**src/sv/mmhq_pkg.sv**
```systemverilog
// Shared types, request codes and compare helper for the min-max heap queue.
package mmhq_pkg;

  localparam logic [1:0] REQ_INSERT  = 2'd0;
  localparam logic [1:0] REQ_REM_MIN = 2'd1;
  localparam logic [1:0] REQ_REM_MAX = 2'd2;

  localparam int unsigned VAL_W = 32;
  localparam int unsigned OCC_W = 11;

  typedef enum logic [4:0] {
    DP_NONE,
    DP_LOAD,
    DP_SET_ERR,
    DP_INS_INIT,
    DP_UP_P,
    DP_GP_RD,
    DP_GP_MOVE,
    DP_WRX,
    DP_REM_INIT,
    DP_TAKE_LAST,
    DP_SD_INIT,
    DP_SD_SCAN,
    DP_SD_SWAP,
    DP_SD_PSWAP,
    DP_RPT0,
    DP_RPT1,
    DP_RPT2,
    DP_RPT3,
    DP_OUT_LOAD
  } dp_op_e;

  typedef struct packed {
    dp_op_e op;
  } dp_cmd_t;

  typedef struct packed {
    logic is_ins;
    logic is_rem;
    logic full;
    logic empty;
    logic up_better;
    logic x_better;
    logic i_ge4;
    logic leaf;
    logic node_gone;
    logic scan_more;
    logic bv_better;
    logic best_child;
    logic out_free;
  } dp_status_t;

  // True when a is preferred over b: smaller on min levels, larger on max levels.
  function automatic logic better(input logic signed [VAL_W-1:0] a,
                                  input logic signed [VAL_W-1:0] b,
                                  input logic is_min);
    better = is_min ? (a < b) : (a > b);
  endfunction

endpackage

```
**src/sv/mmhq_ctrl.sv**
```systemverilog
// Control state machine that sequences the heap sifts and the result report.
module mmhq_ctrl import mmhq_pkg::*; (
  input  logic       clk_i,
  input  logic       rst_ni,
  input  logic       s_tvalid_i,
  output logic       s_tready_o,
  input  dp_status_t status_i,
  output dp_cmd_t    cmd_o
);

  typedef enum logic [15:0] {
    S_IDLE     = 16'h0001,
    S_START    = 16'h0002,
    S_UP_P     = 16'h0004,
    S_GP_RD    = 16'h0008,
    S_GP       = 16'h0010,
    S_WRX      = 16'h0020,
    S_REM_LAST = 16'h0040,
    S_SD_CHK   = 16'h0080,
    S_SD_SCAN  = 16'h0100,
    S_SD_DEC   = 16'h0200,
    S_SD_PAR   = 16'h0400,
    S_RPT0     = 16'h0800,
    S_RPT1     = 16'h1000,
    S_RPT2     = 16'h2000,
    S_RPT3     = 16'h4000,
    S_OUT      = 16'h8000
  } state_e;

  state_e state_q, state_d;

  assign s_tready_o = (state_q == S_IDLE);

  always_comb begin
    state_d   = state_q;
    cmd_o.op  = DP_NONE;
    case (state_q)
      S_IDLE: begin
        if (s_tvalid_i) begin
          cmd_o.op = DP_LOAD;
          state_d  = S_START;
        end
      end
      S_START: begin
        if (status_i.is_ins) begin
          if (status_i.full) begin
            cmd_o.op = DP_SET_ERR;
            state_d  = S_RPT0;
          end else begin
            cmd_o.op = DP_INS_INIT;
            state_d  = status_i.empty ? S_WRX : S_UP_P;
          end
        end else if (status_i.is_rem) begin
          if (status_i.empty) begin
            cmd_o.op = DP_SET_ERR;
            state_d  = S_RPT0;
          end else begin
            cmd_o.op = DP_REM_INIT;
            state_d  = S_REM_LAST;
          end
        end else begin
          state_d = S_RPT0;
        end
      end
      S_UP_P: begin
        cmd_o.op = DP_UP_P;
        state_d  = S_GP_RD;
      end
      S_GP_RD: begin
        if (status_i.i_ge4) begin
          cmd_o.op = DP_GP_RD;
          state_d  = S_GP;
        end else begin
          state_d = S_WRX;
        end
      end
      S_GP: begin
        if (status_i.x_better) begin
          cmd_o.op = DP_GP_MOVE;
          state_d  = S_GP_RD;
        end else begin
          state_d = S_WRX;
        end
      end
      S_WRX: begin
        cmd_o.op = DP_WRX;
        state_d  = S_RPT0;
      end
      S_REM_LAST: begin
        cmd_o.op = DP_TAKE_LAST;
        state_d  = status_i.node_gone ? S_RPT0 : S_SD_CHK;
      end
      S_SD_CHK: begin
        if (status_i.leaf) begin
          state_d = S_WRX;
        end else begin
          cmd_o.op = DP_SD_INIT;
          state_d  = S_SD_SCAN;
        end
      end
      S_SD_SCAN: begin
        cmd_o.op = DP_SD_SCAN;
        if (!status_i.scan_more) state_d = S_SD_DEC;
      end
      S_SD_DEC: begin
        if (status_i.bv_better) begin
          cmd_o.op = DP_SD_SWAP;
          state_d  = status_i.best_child ? S_WRX : S_SD_PAR;
        end else begin
          state_d = S_WRX;
        end
      end
      S_SD_PAR: begin
        // The moved value may belong above its new parent on the opposite level.
        if (status_i.up_better) cmd_o.op = DP_SD_PSWAP;
        state_d = S_SD_CHK;
      end
      S_RPT0: begin
        cmd_o.op = DP_RPT0;
        state_d  = S_RPT1;
      end
      S_RPT1: begin
        cmd_o.op = DP_RPT1;
        state_d  = S_RPT2;
      end
      S_RPT2: begin
        cmd_o.op = DP_RPT2;
        state_d  = S_RPT3;
      end
      S_RPT3: begin
        cmd_o.op = DP_RPT3;
        state_d  = S_OUT;
      end
      S_OUT: begin
        if (status_i.out_free) begin
          cmd_o.op = DP_OUT_LOAD;
          state_d  = S_IDLE;
        end
      end
      default: state_d = S_IDLE;
    endcase
  end

  always_ff @(posedge clk_i or negedge rst_ni) begin
    if (!rst_ni) begin
      state_q <= S_IDLE;
    end else begin
      state_q <= state_d;
    end
  end

endmodule

```
**config.mk**
```make
export PLATFORM = sky130hd
export DESIGN_NAME = mmhq_ctrl
export DESIGN_NICKNAME = d
export VERILOG_FILES = /design/src/sv/mmhq_pkg.sv /design/src/sv/mmhq_ctrl.sv
export SDC_FILE = /design/constraint.sdc
export NUM_CORES = 1
export LEC_CHECK = 0
export ABC_CLOCK_PERIOD_IN_PS = 3700
export BUFFER_PORTS_ARGS = -buffer_cell sky130_fd_sc_hd__buf_2
export CELL_PAD_IN_SITES_DETAIL_PLACEMENT = 1
export CELL_PAD_IN_SITES_GLOBAL_PLACEMENT = 2
export CORE_ASPECT_RATIO = 1.75
export CORE_MARGIN = 2
export CORE_UTILIZATION = 36
export CTS_CLUSTER_DIAMETER = 200
export CTS_CLUSTER_SIZE = 24
export DETAILED_ROUTE_END_ITERATION = 16
export PLACE_DENSITY_LB_ADDON = 0.1
export SLEW_MARGIN = 10
export SYNTH_ARGS = -nofsm -noshare
export SYNTH_HDL_FRONTEND = slang
export SYNTH_SLANG_ARGS = --single-unit
```
**constraint.sdc**
```tcl
create_clock -name clk_i -period 3.7 [get_ports clk_i]
set_input_delay 0.74 -clock clk_i [delete_from_list [all_inputs] [get_ports clk_i]]
set_output_delay 0.74 -clock clk_i [all_outputs]
set_load 0.005 [all_outputs]
```
# Yosys cells after proc, flatten, opt, wreduce, memory -nomap -nowiden
# Cells that the tools add are included.
# word_totals
regBits,16
latch_bits,0
ram_bits,0
romBits,0
inputBits,16
out_inout_bits,6
word_cells,48
mem_count,0
# classes
addsub,0
mul,0
div_mod_pow,0
magnitude_cmp,0
n_eq_ne,19
shift,0
muxes,27
n_bitwise,0
reduce_logical,1
# op_table
operator,n
one-hot mux 16 bit (16 select lines),1
two-way mux 16 bit,5
one-hot mux 5 bit (16 select lines),1
two-way mux 12 bit,3
two-way mux 11 bit,2
two-way mux 4 bit,5
two-way mux 6 bit,3
"equality test 16 x 1 -> 1 bit, second input constant",1
"equality test 16 x 10 -> 1 bit, second input constant",1
"equality test 16 x 11 -> 1 bit, second input constant",1
"equality test 16 x 12 -> 1 bit, second input constant",1
"equality test 16 x 13 -> 1 bit, second input constant",1
"equality test 16 x 14 -> 1 bit, second input constant",1
"equality test 16 x 15 -> 1 bit, second input constant",1
"equality test 16 bit, second input constant",1
"equality test 16 x 2 -> 1 bit, second input constant",1
"equality test 16 x 3 -> 1 bit, second input constant",1
"equality test 16 x 4 -> 1 bit, second input constant",1
"equality test 16 x 5 -> 1 bit, second input constant",1
"equality test 16 x 6 -> 1 bit, second input constant",1
"equality test 16 x 7 -> 1 bit, second input constant",1
"equality test 16 x 8 -> 1 bit, second input constant",1
"equality test 16 x 9 -> 1 bit, second input constant",1
two-way mux 5 bit,2
5 further kinds,9

# Longest topological paths before layout
# Gate-level depths: netlist (run 1).
# logic_depth
ltp_word,4
depth_mapped,7
mapped_depth_nobuf,5

# Worst setup path before layout (run 1)
# OpenSTA, ideal clock, no wires.
# synth_path
kind,reg-to-output
start,reg state_q[0]
end,out cmd_o[2] (netlist name)
arrival_ns,1.791
required_time_ns,2.960
slack_ns,1.169
path_stages_with_launch,6
path_buffers,0
cell_sequence,dfstp_2 or4_1 nor4_4 and4_1 a311o_1 or4_1
# synth_rtl
item,line,rtl
from (decl),mmhq_ctrl.sv:30,"state_e state_q, state_d;"
from (signal assigned),mmhq_ctrl.sv:148,state_q <= state_d;
to (decl),mmhq_ctrl.sv:8,output dp_cmd_t cmd_o

==> metrics.md, run 1 <==
| Metric | Value |
|---|---|
| I/O pins | 22 |
| Post-synth top flop | dfrtp_1 |
| Multiplexer area fraction after synthesis | 0 |
| Critical path type | register to primary output |
| Adder-cell area share of the yosys netlist | 0 |
| Fmax | 315 MHz |
| CTS root buf | clkbuf_8 |
| Initial core utilization | 0.368 |
| Vias in the first global route | 1,268 |
| Post-Syn Area | 1220 um^2 |
| Num CTS Buffers | 3 |
| Outcome | completed |
| PD cells | 485 nW/um^2 |
| RSZ-0062 raised after global routing | false |
| Initial antenna violation count | 0 |
| Final GP Congestion | 0.807 |
| Largest family of logic cells by synthesized area | simple AND/OR/NAND/NOR gates |
| Via Count | 1,139 |
| CORE AREA | 3330 um^2 |
| Layout filler cell count | 404 |
| Syn Nets | 148 |
| Max reg flops | 16 |
| Psw | 0.000266 W |
| Post-Synth Simple-Gate Area | 0.442 |
| Period utilization | 0.858 |
| Antenna Violating Nets Remaining | 0 |
| Complex-gate fraction of the synthesized area | 0.138 |
| Total GRT Usage | 0.226 |
| Worst-path clk slew | 70 ps |
| Clock sink count | 16 |
| Max Slew Vio Count | 0 |
| DRC viols | 0 |
| Diodes inserted | 0 |
| Routed WL | 3820 um |
| Largest regs | state_q x16 |
| R2r startpoint | state_q[1] |
| DIE AREA | 3900 um^2 |
| Number of synthesized flops with an enable pin | 0 |
| Post-CTS setup buffers | 0 |
| Placed cell areas | 1340 um^2 |
| Area of the multi-input gates | 744 um^2 |
| Critical path arrival | 2440 ps |
| Required @ worst endpoint | 2960 ps |
| Xor/xnor cell area share of the yosys netlist | 0.0286 |
| Worst reg2reg path endpoint | state_q[0] |
| Synth top area share | 0.307 |
| Worst-margin pin slew | 692 ps |
| Largest net degree at the start of global routing | 17 |
| Fin crit period | 3180 ps |
| Setup_tns | 0 ps |
| Area grow syn2layout | 13.0% |
| Drt wl/cell | 19.4 um |
| Worst Setup Start Kind | register |
| Final instance area | 1380 um^2 |
| Final Hold Fails | 0 |
| Rel. slew slack | 0.532 |
| Number of port buffers | 21 |
| First-pass GRT wire length | 6110 um |
| Sequential share of power | 0.328 |
| Post-cts sizing count | 0 |
| Ranking of synthesized cells by area | dfrtp_1 (31%), nor4_4 (5.2%), nor2_1 (4.9%) |
| 1st-pass router iterations | 4 |
| Fin Hold WS | 397 ps |
| CTS tree | yes |
| Clock latency on the worst-skew pair | 260 ps |
| Combinational Power Share | 0.452 |
| Yosys warning count | 0 |
| Initial DRC count | 15 |
| VDD IR max | 192 uV |
| Sw frac | 0.397 |
| Mean Syn Cell Area | 9.27 um^2 |
| Pint | 0.000404 W |
| Max cap viols | 0 |
| Fin nets | 169 |
| Setup crit end kind | primary output |
| Most flop-heavy register | state_q |
| R2R depth | 5 |
| Post-CTS Hold Fix Bufs | 0 |
| Layout cells sized above 1 | 0.270 |
| Clock share of power | 0.220 |
| Gate Count Post-Synth | 132 |
| Static Leak | 0.606 nW |
| Crit-path max FO | 10 |
| Leading area contributor after synthesis | dfrtp_1 |
| Setup violators final | 0 |
| GRT overflow | 0 |
| Chip width | 48.1 um |
| CTS H-tree lvls | 1 |
| Hold Crit Class | input port to async pin |
| Async SR Flop Fraction | 1.00 |
| Register area share after synthesis | 0.328 |
| Post-detail-place hpwl | 3100 um |
| Clock skew | 2.23 ps |
| Cell Rows | 28 |
| CP Capture Point | cmd_o[3] |
| Register area | 402 um^2 |
| Post-synthesis cell type count | 45 |
| Drt via density | 5.78 |
| Clock buffer depth | 2 |
| Die Y | 81.1 um |
| CP startpoint | state_q[14] |
| Final core utilization | 0.415 |
| Flops & latches, synth | 16 |
| R2r setup slk | 1470 ps |
-- critical path, stage by stage (launching register included) --
cell and delay (ps):
dfrtp_1 570, or4_4 280, o22ai_2 100, and3_4 200, a311o_1 360, or4_1 520, buf_2 140
-- power by group through the flow --
stage	Sequential, W	Combinational (W)	Clock (W)
after floorplan	0.000214	0.000214	0
after detailed placement	0.000223	0.000302	0
after CTS	0.000220	0.000304	0.000150
after global placement	0.000221	0.000302	0
final	0.000220	0.000303	0.000147
after global routing	0.000222	0.000336	0.000157
-- cells by family (layout without fill, tap and decap cells) --
family | Yosys count | after routing
AO/OA/AOI/OAI | 23 | 23
XOR/XNOR | 4 | 4
buffers and inverters | 12 | 32
AND/OR/NAND/NOR | 77 | 77
flip-flops | 16 | 16
-- area by class of cell --
cell class | count | area share
clock buffers | 4 | 0.0326
inverters | 6 | 0.0163
multi-input cells | 104 | 0.538
flip-flops and latches | 16 | 0.290
well taps | 45 | 0.0407
repair buffers | 22 | 0.0814
-- worst min path at each step --
stage,cells past startpoint,end,from,slack (ps)
6_report,1,state_q[10],rst_ni,400
2_1_floorplan,0,state_q[10],rst_ni,440
5_1_grt,1,state_q[9],rst_ni,420
4_1_cts,1,state_q[10],rst_ni,410
3_3_place_gp,1,state_q[14],state_q[12],660
3_5_place_dp,1,state_q[14],state_q[12],670
-- placed cells by master, fill, tap and decap left out, types with 2 or more instances in the layout --
master and n:
clkbuf_8 3, nor2b_1 2, o21ai_0 7, or4_1 5, or4b_2 2, a311o_1 2
nor4_1 3, nor2_1 16, a32o_1 2, dfrtp_1 15, nor4b_1 4, nand3_1 3
buf_2 21, inv_1 6, a22oi_1 2, nand2_1 5, or4_4 2, nor4_2 3
and4_1 2, xnor2_1 2, nand3b_1 2, xor2_1 2, nand4_1 5, nor4_4 3
a21oi_1 2, nor3_1 10
-- synth_stat cells (3+ instances only) --
master / count
nand2_1: 5
nor4_2: 3
nand3_1: 3
nor2_1: 16
nor4_4: 3
o21ai_0: 7
or4_1: 5
nor3_1: 10
nand4_1: 5
nor4_1: 3
nor4b_1: 4
buf_6: 4
inv_1: 6
dfrtp_1: 15
-- stage by stage --
stage                     std cells  total power (W)  worst slack (ps)
after floorplan                 132         0.000428              1170
after global placement          193         0.000523               819
after detailed placement        193         0.000525               807
after CTS                       197         0.000673               518
after global routing            197         0.000716               417
final                           197         0.000670               525
-- metal layers --
metal | share of wire | global-route usage
met3 | 0.018 | 0.0200
met4 | 0.044 | 0.114
met5 | 0 | 0
met2 | 0.55 | 0.397
met1 | 0.38 | 0.251
No activity file was read; power rests on OpenSTA's default activity.
==> run 2: changes to the inputs <==
--- a/config.mk
+++ b/config.mk
@@ -9,7 +9,7 @@
 export BUFFER_PORTS_ARGS = -buffer_cell sky130_fd_sc_hd__buf_2
 export CELL_PAD_IN_SITES_DETAIL_PLACEMENT = 1
 export CELL_PAD_IN_SITES_GLOBAL_PLACEMENT = 2
-export CORE_ASPECT_RATIO = 1.75
+export CORE_ASPECT_RATIO = 1.4
 export CORE_MARGIN = 2
 export CORE_UTILIZATION = 36
 export CTS_CLUSTER_DIAMETER = 200
==> run 2 against run 1 <==
Effect of this change: total power up 1.6%; flip-flop and latch count unchanged; core utilization barely moved; combinational power decreased by 4%; critical path depth unchanged; clock power is 14% higher; cell area decreased by 0.27%; die area decreased by 0.30%; worst setup slack improved by 24 ps; register-to-register slack improved by 60 ps; non-clock buffer count down 1; sequential power barely moved; largest cell class unchanged; largest power group unchanged; highest routed layer unchanged.
==> metrics.md, run 2 (synthesis results as in run 1) <==
| Metric | Value |
|---|---|
| Psw | 0.000267 W |
| Fin nets | 168 |
| Gr busiest metal | met2 |
| Post-cts sizing count | 0 |
| Hold Crit Class | input port to async pin |
| Required @ worst endpoint | 2960 ps |
| Max cap viols | 0 |
| Clock latency on the worst-skew pair | 260 ps |
| Met2 Track Usage GR | 0.377 |
| R2R depth | 4 |
| Worst Setup Start Kind | register |
| Critical path type | register to primary output |
| Cell Rows | 25 |
| Clock share of power | 0.246 |
| Final core utilization | 0.416 |
| Chip width | 53.3 um |
| Clock skew | 2.07 ps |
| Routed WL | 3720 um |
| Number of port buffers | 21 |
| Worst path cell trace | or4_4, o22ai_2, and3_4, a311o_1, or4_1, buf_2 |
| Total GRT Usage | 0.212 |
| Fin crit period | 3150 ps |
| Drt via density | 5.86 |
| Crit-path max FO | 10 |
| Num CTS Buffers | 3 |
| Area grow syn2layout | 12.7% |
| Crit path largest cell delay | 560 ps |
| WP buf/inv | 1 |
| R2r setup slk | 1530 ps |
| Clock sink count | 16 |
| First-pass GRT wire length | 5840 um |
| Most flop-heavy register | state_q |
| Vias in the first global route | 1,172 |
| Largest net degree at the start of global routing | 17 |
| Final GP Congestion | 0.813 |
| Drt wl/cell | 19.5 um |
| Pint | 0.000414 W |
| I/O pins | 22 |
| Via Count | 1,120 |
| Initial antenna violation count | 0 |
| CORE AREA | 3320 um^2 |
| Combinational Power Share | 0.428 |
| DRC viols | 0 |
| Post-detail-place hpwl | 2930 um |
| GRT overflow | 0 |
| Critical path arrival | 2410 ps |
| Worst-path clk slew | 70 ps |
| Initial DRC count | 25 |
| Sequential share of power | 0.325 |
| Antenna Violating Nets Remaining | 0 |
| Static Leak | 0.607 nW |
| Setup violators final | 0 |
| VDD IR max | 239 uV |
| Post-CTS setup buffers | 0 |
| Worst reg2reg path endpoint | state_q[8] |
| 1st-pass router iterations | 4 |
| GRT met3 Usage | 0.0287 |
| Met1 usage | 0.251 |
| Setup crit end kind | primary output |
| Period utilization | 0.852 |
| Sw frac | 0.392 |
| Max reg flops | 16 |
| Most frequent cells in the layout | buf_2 (21), nor2_1 (16), dfrtp_1 (15), nor3_1 (10), o21ai_0 (7) |
| Initial core utilization | 0.369 |
| Layout cells sized above 1 | 0.272 |
| Post-CTS Hold Fix Bufs | 0 |
| R2r startpoint | state_q[13] |
| DIE AREA | 3890 um^2 |
| Clock buffer depth | 2 |
| Final Hold Fails | 0 |
| Die Y | 73.0 um |
| Top delay family on crit path | simple AND/OR/NAND/NOR gates |
| CTS tree | yes |
| Diodes inserted | 0 |
| Fin Hold WS | 390 ps |
| Critical Path Slowest Stage Cell | dfrtp_1 |
| RSZ-0062 raised after global routing | false |
| Setup_tns | 0 ps |
| PD cells | 494 nW/um^2 |
| Worst-margin pin slew | 608 ps |
| Rel. slew slack | 0.589 |
| Commonest non-fill, non-tap cell in the layout | buf_2 |
| Layout filler cell count | 403 |
| Largest regs | state_q x16 |
| Outcome | completed |
| CTS H-tree lvls | 1 |
| Max Slew Vio Count | 0 |
| Fmax | 317 MHz |
| CTS root buf | clkbuf_8 |
[run 2: cell count changes in the layout (fill, tap and decap cells not counted)]
cell / change
buf_4: -1
clkbuf_8: +1
clkbuf_1: -1
[run 2: worst max path at each step]
stage                          end   startpoint  slack, ps  cells past startpoint
final                     cmd_o[2]  state_q[14]        550                      6
after global routing      cmd_o[0]   state_q[5]        400                      6
after CTS                 cmd_o[2]   state_q[5]        560                      6
after detailed placement  cmd_o[2]  state_q[14]        840                      6
after global placement    cmd_o[2]  state_q[14]        860                      6
after floorplan           cmd_o[2]   state_q[0]       1170                      5
[run 2: power groups by stage]
stage / registers, W / clock network (W) / logic [W]
3_5_place_dp: 0.000224 / 0 / 0.000290
5_1_grt: 0.000224 / 0.000178 / 0.000318
2_1_floorplan: 0.000214 / 0 / 0.000214
3_3_place_gp: 0.000222 / 0 / 0.000288
6_report: 0.000221 / 0.000168 / 0.000292
4_1_cts: 0.000221 / 0.000167 / 0.000292
[run 2: metrics by stage]
stage	cell area (um^2)	total power (W)	setup slack (ps)	cells
floorplan	1220	0.000428	1170	132
global placement	1320	0.000510	856	187
detailed placement	1320	0.000515	843	187
CTS	1380	0.000680	555	191
global route	1380	0.000720	395	191
finish	1380	0.000681	549	191
[run 2: cell type report]
class / count / area [um^2] / area share
inverters: 6 / 22.5 / 0.0163
well taps: 40 / 50.0 / 0.0363
flip-flops and latches: 16 / 402 / 0.291
clock buffers: 4 / 55.1 / 0.0399
repair buffers: 21 / 105 / 0.0762
multi-input cells: 104 / 744 / 0.540
[run 2: routing by layer]
layer,wire [um],part of all wire,vias to the layer above
li1,-,-,552
met1,1610,0.43,541
met2,1930,0.52,18
met3,85,0.023,9
met4,95,0.026,0
met5,0,0,-
